==> src/rtl/b64d_pkg.sv <==
// Package for the streaming base64 decoder: shared types, constants and
// the result structure passed from the accumulator to the top level. No dependencies.
`timescale 1ns / 1ps

package b64d_pkg;

  localparam int unsigned CharW  = 8;
  localparam int unsigned SymW   = 6;
  localparam int unsigned ByteW  = 8;
  localparam int unsigned CountW = 16;

  localparam logic [CountW-1:0] CAP_RESET = 16'hFFFF;

  // Symbol value offsets for the lower-case and digit ranges, and the values of symbols 62 and 63.
  localparam logic [SymW-1:0] SYM_LOWER_BASE = 6'd26;
  localparam logic [SymW-1:0] SYM_DIGIT_BASE = 6'd52;
  localparam logic [SymW-1:0] SYM_PLUS       = 6'd62;
  localparam logic [SymW-1:0] SYM_SLASH      = 6'd63;

  // ASCII codes of the accepted characters.
  localparam logic [CharW-1:0] CH_UPPER_A = 8'h41;
  localparam logic [CharW-1:0] CH_UPPER_Z = 8'h5A;
  localparam logic [CharW-1:0] CH_LOWER_A = 8'h61;
  localparam logic [CharW-1:0] CH_LOWER_Z = 8'h7A;
  localparam logic [CharW-1:0] CH_DIGIT_0 = 8'h30;
  localparam logic [CharW-1:0] CH_DIGIT_9 = 8'h39;
  localparam logic [CharW-1:0] CH_PLUS    = 8'h2B;
  localparam logic [CharW-1:0] CH_MINUS   = 8'h2D;
  localparam logic [CharW-1:0] CH_SLASH   = 8'h2F;
  localparam logic [CharW-1:0] CH_UNDER   = 8'h5F;

  typedef struct packed {
    logic              byte_valid;
    logic [ByteW-1:0]  data_byte;
    logic              status;
    logic              message_done;
    logic [CountW-1:0] byte_count;
  } b64d_result_t;

  typedef struct packed {
    logic             hit;
    logic [SymW-1:0]  value;
  } b64d_sym_t;

endpackage

==> src/rtl/b64d_if.sv <==
// Valid/ready channel interfaces for the base64 decoder: character input,
// decoded byte output and the capacity configuration write. Uses b64d_pkg.
`timescale 1ns / 1ps

interface b64d_char_if;
  logic                         valid;
  logic                         ready;
  logic [b64d_pkg::CharW-1:0]   char_code;
  logic                         end_of_message;

  modport source (output valid, output char_code, output end_of_message, input ready);
  modport sink   (input valid, input char_code, input end_of_message, output ready);
endinterface

interface b64d_byte_if;
  logic                         valid;
  logic                         ready;
  logic                         byte_valid;
  logic [b64d_pkg::ByteW-1:0]   data_byte;
  logic                         status;
  logic                         message_done;
  logic [b64d_pkg::CountW-1:0]  byte_count;

  modport source (output valid, output byte_valid, output data_byte, output status,
                  output message_done, output byte_count, input ready);
  modport sink   (input valid, input byte_valid, input data_byte, input status,
                  input message_done, input byte_count, output ready);
endinterface

interface b64d_cfg_if;
  logic                         valid;
  logic                         ready;
  logic [b64d_pkg::CountW-1:0]  output_capacity;

  modport source (output valid, output output_capacity, input ready);
  modport sink   (input valid, input output_capacity, output ready);
endinterface

==> src/rtl/b64d_sym_map.sv <==
// Character to 6-bit symbol lookup for the base64 decoder.
// Depends on b64d_pkg.
`timescale 1ns / 1ps

module b64d_sym_map (
  input  logic [b64d_pkg::CharW-1:0] char_code,
  output b64d_pkg::b64d_sym_t        sym
);
  import b64d_pkg::*;

  always_comb begin
    sym.hit   = 1'b1;
    sym.value = '0;
    if (char_code >= CH_UPPER_A && char_code <= CH_UPPER_Z) begin
      sym.value = SymW'(char_code - CH_UPPER_A);
    end else if (char_code >= CH_LOWER_A && char_code <= CH_LOWER_Z) begin
      sym.value = SymW'(char_code - CH_LOWER_A) + SYM_LOWER_BASE;
    end else if (char_code >= CH_DIGIT_0 && char_code <= CH_DIGIT_9) begin
      sym.value = SymW'(char_code - CH_DIGIT_0) + SYM_DIGIT_BASE;
    end else if (char_code == CH_PLUS || char_code == CH_MINUS) begin
      sym.value = SYM_PLUS;
    end else if (char_code == CH_SLASH || char_code == CH_UNDER) begin
      sym.value = SYM_SLASH;
    end else begin
      // Padding, whitespace and anything else carries no bits.
      sym.hit = 1'b0;
    end
  end

endmodule

==> src/rtl/b64d_accum.sv <==
// Bit accumulator and per-message byte counter of the base64 decoder.
// Holds the message state and forms one result per advancing word. Uses b64d_pkg.
`timescale 1ns / 1ps

module b64d_accum (
  input  logic                         clk,
  input  logic                         rst,
  input  logic                         advance,
  input  b64d_pkg::b64d_sym_t          sym,
  input  logic                         end_of_message,
  input  logic [b64d_pkg::CountW-1:0]  capacity,
  output b64d_pkg::b64d_result_t       result
);
  import b64d_pkg::*;

  logic [SymW-1:0]   pending_bits;
  logic [2:0]        pending_count;
  logic [CountW-1:0] bytes_out;
  logic              overflowed;

  logic [SymW-1:0]   pending_bits_next;
  logic [2:0]        pending_count_next;
  logic [CountW-1:0] bytes_out_next;
  logic              overflowed_next;

  logic [2*SymW-1:0] acc;
  logic [3:0]        cnt_full;
  logic [3:0]        cnt_left;
  logic              byte_done;
  logic [2*SymW-1:0] acc_shift;
  logic [SymW-1:0]   keep_mask;
  logic              emit;

  always_comb begin
    acc       = {pending_bits, sym.value};
    cnt_full  = 4'(pending_count) + 4'd6;
    byte_done = sym.hit && (cnt_full >= 4'd8);
    cnt_left  = cnt_full >= 4'd8 ? cnt_full - 4'd8 : cnt_full;
    acc_shift = acc >> cnt_left;
    keep_mask = SymW'((7'd1 << cnt_left[2:0]) - 7'd1);

    overflowed_next = overflowed || (byte_done && bytes_out >= capacity);
    emit            = byte_done && !overflowed_next;
    bytes_out_next  = bytes_out + CountW'(emit);

    pending_bits_next  = sym.hit ? (acc[SymW-1:0] & keep_mask) : pending_bits;
    pending_count_next = sym.hit ? cnt_left[2:0] : pending_count;

    result.byte_valid   = emit;
    result.data_byte    = emit ? acc_shift[ByteW-1:0] : '0;
    result.status       = overflowed_next;
    result.message_done = end_of_message;
    result.byte_count   = bytes_out_next;
  end

  always_ff @(posedge clk) begin
    if (rst) begin
      pending_bits  <= '0;
      pending_count <= '0;
      bytes_out     <= '0;
      overflowed    <= 1'b0;
    end else if (advance) begin
      if (end_of_message) begin
        pending_bits  <= '0;
        pending_count <= '0;
        bytes_out     <= '0;
        overflowed    <= 1'b0;
      end else begin
        pending_bits  <= pending_bits_next;
        pending_count <= pending_count_next;
        bytes_out     <= bytes_out_next;
        overflowed    <= overflowed_next;
      end
    end
  end

endmodule

==> src/rtl/base64_stream_decoder_unit.sv <==
// Top level of the streaming base64 decoder: input register, symbol lookup,
// accumulator and result register. Uses b64d_pkg, b64d_if, b64d_sym_map, b64d_accum.
`timescale 1ns / 1ps

// Channel   Role    Word carried
// -------   -----   ------------------------------------------------------------
// chars     sink    char_code, end_of_message: one character per word
// bytes     source  byte_valid, data_byte, status, message_done, byte_count
// cfg       sink    output_capacity: new per-message byte limit, always ready
//
// Every character word yields exactly one result word, and a new word can be
// taken every cycle while the output is not stalled. The rate is set by the
// loop through the accumulator state, which moves with each word: the lookup,
// shift and capacity compare all fit between the input register and
// the result register. When the result register is full and not taken, the
// input register holds its word and chars.ready drops only once both are full.
// The synchronous reset clears the message state, both valid flags and sets
// the capacity to its reset value of 65535.
module base64_stream_decoder_unit (
  input logic       clk,
  input logic       rst,
  b64d_char_if.sink chars,
  b64d_byte_if.source bytes,
  b64d_cfg_if.sink  cfg
);
  import b64d_pkg::*;

  // Input register stage.
  logic              in_valid;
  logic [CharW-1:0]  in_char;
  logic              in_eom;

  // Result register stage.
  logic              out_valid;
  b64d_result_t      out_result;

  logic [CountW-1:0] capacity;

  logic              advance;
  b64d_sym_t         sym;
  b64d_result_t      result;

  // The input word moves into the result register when that register is free
  // or is being emptied this cycle; the state of the message moves with it.
  assign advance     = in_valid && (!out_valid || bytes.ready);
  assign chars.ready = !in_valid || advance;
  assign cfg.ready   = 1'b1;

  b64d_sym_map u_sym_map (
    .char_code (in_char),
    .sym       (sym)
  );

  b64d_accum u_accum (
    .clk            (clk),
    .rst            (rst),
    .advance        (advance),
    .sym            (sym),
    .end_of_message (in_eom),
    .capacity       (capacity),
    .result         (result)
  );

  always_ff @(posedge clk) begin
    if (rst) begin
      in_valid  <= 1'b0;
      out_valid <= 1'b0;
      capacity  <= CAP_RESET;
    end else begin
      if (chars.ready) begin
        in_valid <= chars.valid;
      end
      if (advance) begin
        out_valid <= 1'b1;
      end else if (bytes.ready) begin
        out_valid <= 1'b0;
      end
      if (cfg.valid) begin
        capacity <= cfg.output_capacity;
      end
    end
  end

  // Payload registers load without reset.
  always_ff @(posedge clk) begin
    if (chars.valid && chars.ready) begin
      in_char <= chars.char_code;
      in_eom  <= chars.end_of_message;
    end
    if (advance) begin
      out_result <= result;
    end
  end

  assign bytes.valid        = out_valid;
  assign bytes.byte_valid   = out_result.byte_valid;
  assign bytes.data_byte    = out_result.data_byte;
  assign bytes.status       = out_result.status;
  assign bytes.message_done = out_result.message_done;
  assign bytes.byte_count   = out_result.byte_count;

endmodule

==> src/flat_wrapper.sv <==
// flat-port wrapper written by rule: the top's interface ports become plain ports
module base64_stream_decoder_unit_flat import b64d_pkg::*;
  (clk, rst, chars_valid, chars_char_code, chars_end_of_message, chars_ready, bytes_valid, bytes_byte_valid, bytes_data_byte, bytes_status, bytes_message_done, bytes_byte_count, bytes_ready, cfg_valid, cfg_output_capacity, cfg_ready);
  b64d_char_if chars_i ();
  b64d_byte_if bytes_i ();
  b64d_cfg_if cfg_i ();
  input logic clk;
  input logic rst;
  input wire logic [$bits(chars_i.valid)-1:0] chars_valid;
  input wire logic [$bits(chars_i.char_code)-1:0] chars_char_code;
  input wire logic [$bits(chars_i.end_of_message)-1:0] chars_end_of_message;
  output wire logic [$bits(chars_i.ready)-1:0] chars_ready;
  output wire logic [$bits(bytes_i.valid)-1:0] bytes_valid;
  output wire logic [$bits(bytes_i.byte_valid)-1:0] bytes_byte_valid;
  output wire logic [$bits(bytes_i.data_byte)-1:0] bytes_data_byte;
  output wire logic [$bits(bytes_i.status)-1:0] bytes_status;
  output wire logic [$bits(bytes_i.message_done)-1:0] bytes_message_done;
  output wire logic [$bits(bytes_i.byte_count)-1:0] bytes_byte_count;
  input wire logic [$bits(bytes_i.ready)-1:0] bytes_ready;
  input wire logic [$bits(cfg_i.valid)-1:0] cfg_valid;
  input wire logic [$bits(cfg_i.output_capacity)-1:0] cfg_output_capacity;
  output wire logic [$bits(cfg_i.ready)-1:0] cfg_ready;
  assign chars_i.valid = chars_valid;
  assign chars_i.char_code = chars_char_code;
  assign chars_i.end_of_message = chars_end_of_message;
  assign chars_ready = chars_i.ready;
  assign bytes_valid = bytes_i.valid;
  assign bytes_byte_valid = bytes_i.byte_valid;
  assign bytes_data_byte = bytes_i.data_byte;
  assign bytes_status = bytes_i.status;
  assign bytes_message_done = bytes_i.message_done;
  assign bytes_byte_count = bytes_i.byte_count;
  assign bytes_i.ready = bytes_ready;
  assign cfg_i.valid = cfg_valid;
  assign cfg_i.output_capacity = cfg_output_capacity;
  assign cfg_ready = cfg_i.ready;
  base64_stream_decoder_unit u_core (.clk(clk), .rst(rst), .chars(chars_i), .bytes(bytes_i), .cfg(cfg_i));
endmodule
==> config.mk <==
export PLATFORM = sky130hd
export DESIGN_NAME = base64_stream_decoder_unit_flat
export DESIGN_NICKNAME = d
export VERILOG_FILES = /design/src/rtl/b64d_pkg.sv /design/src/rtl/b64d_if.sv /design/src/rtl/b64d_sym_map.sv /design/src/rtl/b64d_accum.sv /design/src/rtl/base64_stream_decoder_unit.sv /design/src/flat_wrapper.sv
export SDC_FILE = /design/constraint.sdc
export NUM_CORES = 1
export LEC_CHECK = 0
export ABC_CLOCK_PERIOD_IN_PS = 4400
export BUFFER_PORTS_ARGS = -buffer_cell sky130_fd_sc_hd__buf_2
export CORE_ASPECT_RATIO = 2
export CORE_MARGIN = 5
export CORE_UTILIZATION = 50
export DETAILED_ROUTE_END_ITERATION = 10
export PLACE_DENSITY = 0.73
export SYNTH_ARGS = -nofsm -noshare
export SYNTH_HDL_FRONTEND = slang
export SYNTH_HIERARCHICAL = 1
export SYNTH_SLANG_ARGS = --single-unit
export TNS_END_PERCENT = 5
==> constraint.sdc <==
create_clock -name clk -period 4.4 [get_ports clk]
set_input_delay 0.44 -clock clk [delete_from_list [all_inputs] [get_ports clk]]
set_output_delay 0.44 -clock clk [all_outputs]
set_load 0.05 [all_outputs]
### After elaboration in Yosys (flattened, before gate mapping)

Index checks and enable logic that the tools add are counted.

* $add $sub $neg: 9
* $lt $le $gt $ge: 8
* equal/unequal tests: 4
* shifts and indexed selects: 2
* multiplexer cells: 19
* bitwise operators: 1
* reductions and logical operators: 19

Operators with widths (number)
* $mux W6: 7
* $eq A8 B6 Y1 const B: 3
* $add A16 B1 Y16: 1
* $ge A16 B16 Y1: 1
* $ge A8 B7 Y1 const B: 2
* $le A8 B7 Y1 const B: 2
* $mux W16: 1
* $shr A12 B4 Y8: 1
* $sub A6 B1 Y6 const B: 2
* $sub A6 B6 Y6 const B: 2
* $eq A8 B7 Y1 const B: 1
* $ge A8 B6 Y1 const B: 1
* $le A8 B6 Y1 const B: 1
* $logic_and A1 B1 Y1: 8
* $mux W1: 8
* $add A6 B5 Y6 const B: 1
* $add A6 B6 Y6 const B: 1
* $and A6 B6 Y6: 1
* $mux W3: 2
* $shl A1 B3 Y6 const A: 1
* $logic_or A1 B1 Y1: 5
* $add A3 B3 Y4 const B: 1
* $ge A4 B4 Y1 const B: 1
* $mux W4: 1
* other kinds (4): 7

* flip-flop bits (word level): 80
* input port bits: 30
* output and inout bits: 30
* logic and storage cells: 76

### Longest topological paths before layout

* word-level depth: 14
* gate-level depth with buffers: 17
* gate-level depth less buffers: 16

### Hierarchy

Netlist, hierarchy kept.

Modules (own cells, without submodules)
* b64d_accum: times used 1, cells each 287, area an instance 2165.8 sq um, sequential area each 500.5 sq um
* base64_stream_decoder_unit: times used 1, cells each 101, area an instance 1776.7 sq um, sequential area each 1441.4 sq um
* b64d_sym_map: times used 1, cells each 90, area an instance 706.9 sq um, sequential area each 0.0 sq um

### Worst setup path after synthesis

OpenSTA, ideal clock, no wires.

* path kind: reg2reg
* start point: reg u_core.in_char[2]
* end point: reg u_core.u_accum.bytes_out[14]
* library setup time: 71 ps
* arrival: 3749 ps
* data required time: 4329 ps
* path slack: 581 ps
* stages on the path, launching flop included: 17
* period minus slack after synthesis: 3819 ps
* cells stage by stage: edfxtp_1 inv_1 ha_1 nor2b_1 or3b_1 a31oi_4 nor2_1 nand2_1 nor2b_1 nor4b_4 ha_1 ha_1 nand3_1 nor2_2 nand3_1 or3_1 a21oi_1

RTL lines
* from (decl): RTL line base64_stream_decoder_unit.sv:30 `logic [CharW-1:0] in_char;`
* from (signal assigned): RTL line base64_stream_decoder_unit.sv:87 `in_char <= chars.char_code;`
* to (signal assigned): RTL line b64d_accum.sv:71 `bytes_out <= bytes_out_next;`
* to (decl): RTL line b64d_accum.sv:18 `logic [CountW-1:0] bytes_out;`

==> metrics <==
Tcrit/Tclk final 92.1%; setup TNS 0 ns; outcome complete, no violations; Final Routed Wirelength about 11 mm; Static Leak between 0.002 and 0.0025 uW; Max Freq 0.247 GHz; CTS clk-pin slew, worst paths 0.06 ns; worst r2r src u_core/in_char[0]; DR WL/cell 17.1 um; Post-synth EDFFs 36; DIE HEIGHT between 100 and 150 um; crit-path max cell delay approximately 0.46 ns; syn avg cell area 9.73 um^2; first-pass GRT wire length 18.2 mm; all-layer global routing usage between 20% and 30%; die area roughly 11000 um^2; max cap viols 0; Syn Inst Count roughly 480; antenna cells 0; drt pass-1 iters 5; H-tree Lvls 3; DR iter-0 viols 214; clock latency on the worst-skew pair between 0.3 and 0.4 ns; CTS Sinks slightly below 80; Hold Vio Cnt, Final 0; Main synth FF type dfxtp_1; CP endpoint kind flop; final total power between 1500 and 2000 uW; Worst Path Buf+Inv 1; worst hold stages 1; power per cell area 343 nW/um^2; Layout Utilization 58.2%; Rel. slew slack 37.6%; post-route minimum period 4.05 ns; Cell Chain, Critical Path inv_1 -> ha_1 -> nor2b_1 -> or3b_1 -> a31oi_4 -> nor2_1 -> nand2_1 -> nor2b_1 -> nor4b_4 -> ha_2 -> nand2_1 -> nor4_4 -> nand3_2 -> or3_1 -> a31oi_1; area fraction of the dominant cell type after synthesis 23.3%; Setup CP Type reg -> reg; worst hold path type in -> reg; RSZ-0062 raised after global routing false; final setup skew 0.00491 ns; CTS Buf Count 9; reg2reg path depth 15; synth warn 6; Startpoint Class flop; DR vias/cell 5.90; main area contributors after synthesis edfxtp_1 23%, dfxtp_1 19%, ha_1 8.1%; Worst path slowest cell nor4_4; Top delay family on crit path simple AND/OR/NAND/NOR gates; cell chosen for the clock root clkbuf_16; # setup viols final 0; worst-path fanout max 6; Sequential Area 1940 um^2; register area share after synthesis between 40% and 50%; DR vias 3760; register-to-register setup slack 0.35 ns; Synth area leader edfxtp_1; syn nets 538; worst reg2reg path endpoint u_core/u_accum/bytes_out[15]; Setup WS post-layout 0.348 ns; Die W 78.2 um; initial antenna violation count 0; TritonCTS clock tree built; area taken by multi-input logic gates 2430 um^2; worst path arrival time between 4 and 5 ns; ys async rst share 0%; largest net degree at the start of global routing 45; Final ANT Viol Nets 0; CP required around 4.7 ns; worst slack, placed 0.227 ns; vias in the first global route between 3000 and 4000; IO Count 60; commonest non-fill, non-tap cell in the layout buf_2; Min-Delay Endpoint u_core/in_eom; RePlAce Congestion 0.929; Worst-Margin Slew 0.930 ns; row count just under 50; synth unique cells 70; Slew Viols, Final 0; Fill cells 811; grt total ovfl 0; hpwl dp 8.10 mm; share of cells above drive strength 1 20.7%; hold wc startpoint chars_end_of_message; Starting Density 51.2%; most frequent cells in the layout 58 x buf_2, 43 x dfxtp_1, 36 x edfxtp_1, 36 x nand2_1, 34 x nor2_1; hold slack between 0.2 and 0.3 ns; DRC 0; VDD IR max 0.000239 V; clk buf depth 2; core area 9070 um^2; area delta synth->final 13.6%; synthesized cell area between 4000 and 5000 um^2; PortBufs 58; #FFs+latches synth 79; Nets 590
logic make-up after synthesis:
family	after synthesis	synth area share, %
simple gates	174	20.9
flops	79	41.8
buf+inv	55	6.32
compound gates	112	17.4
mux	10	2.23
fa+ha+maj	30	8.07
other cells	1	0.0807
xor+xnor	17	3.20
state kept, by name (all words and copies together), names as in the netlist, 2 cells and up:
| name | cells |
|---|---|
| u_core/bytes.byte_count | 16 |
| u_core/capacity | 16 |
| u_core/u_accum/bytes_out | 16 |
| u_core/bytes.data_byte | 8 |
| u_core/in_char | 8 |
| u_core/u_accum/pending_bits | 6 |
| u_core/u_accum/pending_count | 2 |
stage by stage:
step	cells	instance area [um^2]
floorplan	478	4650
global placement	621	4950
detailed placement	621	4950
CTS	637	5260
global route	637	5280
finish	637	5280
final cells by class:
class,instances,share of cell area (%)
Sequential cell,79,36.8
Tap cell,102,2.42
Timing Repair Buffer,67,6.77
Inverter,29,2.06
Clock inverter,6,1.61
Multi-Input combinational cell,344,46.1
Clock buffer,10,4.33
power breakdown:
group / total (uW) / internal (uW) / switching (uW)
clock: 782 / 494 / 287
combinational: 220 / 73.6 / 146
sequential: 813 / 795 / 17.8
how the worst max path moves through the flow:
stage                 startpoint                            to  slack, ns  depth (start not counted)
6_report       u_core/in_char[0]  u_core/u_accum/bytes_out[15]       0.35                         15
3_5_place_dp   u_core/in_char[2]  u_core/u_accum/bytes_out[14]       0.23                         16
4_1_cts        u_core/in_char[2]  u_core/u_accum/bytes_out[14]       0.18                         16
3_3_place_gp   u_core/in_char[2]  u_core/u_accum/bytes_out[14]       0.37                         16
2_1_floorplan  u_core/in_char[2]  u_core/u_accum/bytes_out[14]       0.58                         16
5_1_grt        u_core/in_char[2]  u_core/u_accum/bytes_out[14]       0.02                         16
what timing repair did:
item                       in CTS  in global routing
resized for setup               0                  5
buffers inserted                0                  0
hold buffers                    0                  0
setup endpoints to repair       0                  8
metal layers:
metal | vias up | track usage, % | wire length [um]
met1 | 1792 | 19.9 | 3970
li1 | 1837 | - | -
met4 | 0 | 10.9 | 403
met2 | 99 | 38.1 | 6170
met5 | - | 0 | 0
met3 | 32 | 3.70 | 360
Yosys cell counts (all sizes together) (3+ instances only):
library cell,number
nor2,36
mux2i,7
ha,30
nand2,36
nor2b,25
nand3b,4
nor3b,3
o21ai,20
dfxtp,43
and2,4
nand3,18
a22oi,13
nor4,4
clkbuf,9
o22ai,5
a31oi,7
mux2,3
a21oi,28
edfxtp,36
and3,7
xor2,6
inv,29
a211o,16
nor3,10
buf,17
xnor2,11
or3,5
nand4,11
Note: power is estimated with default switching activity, not from simulation.
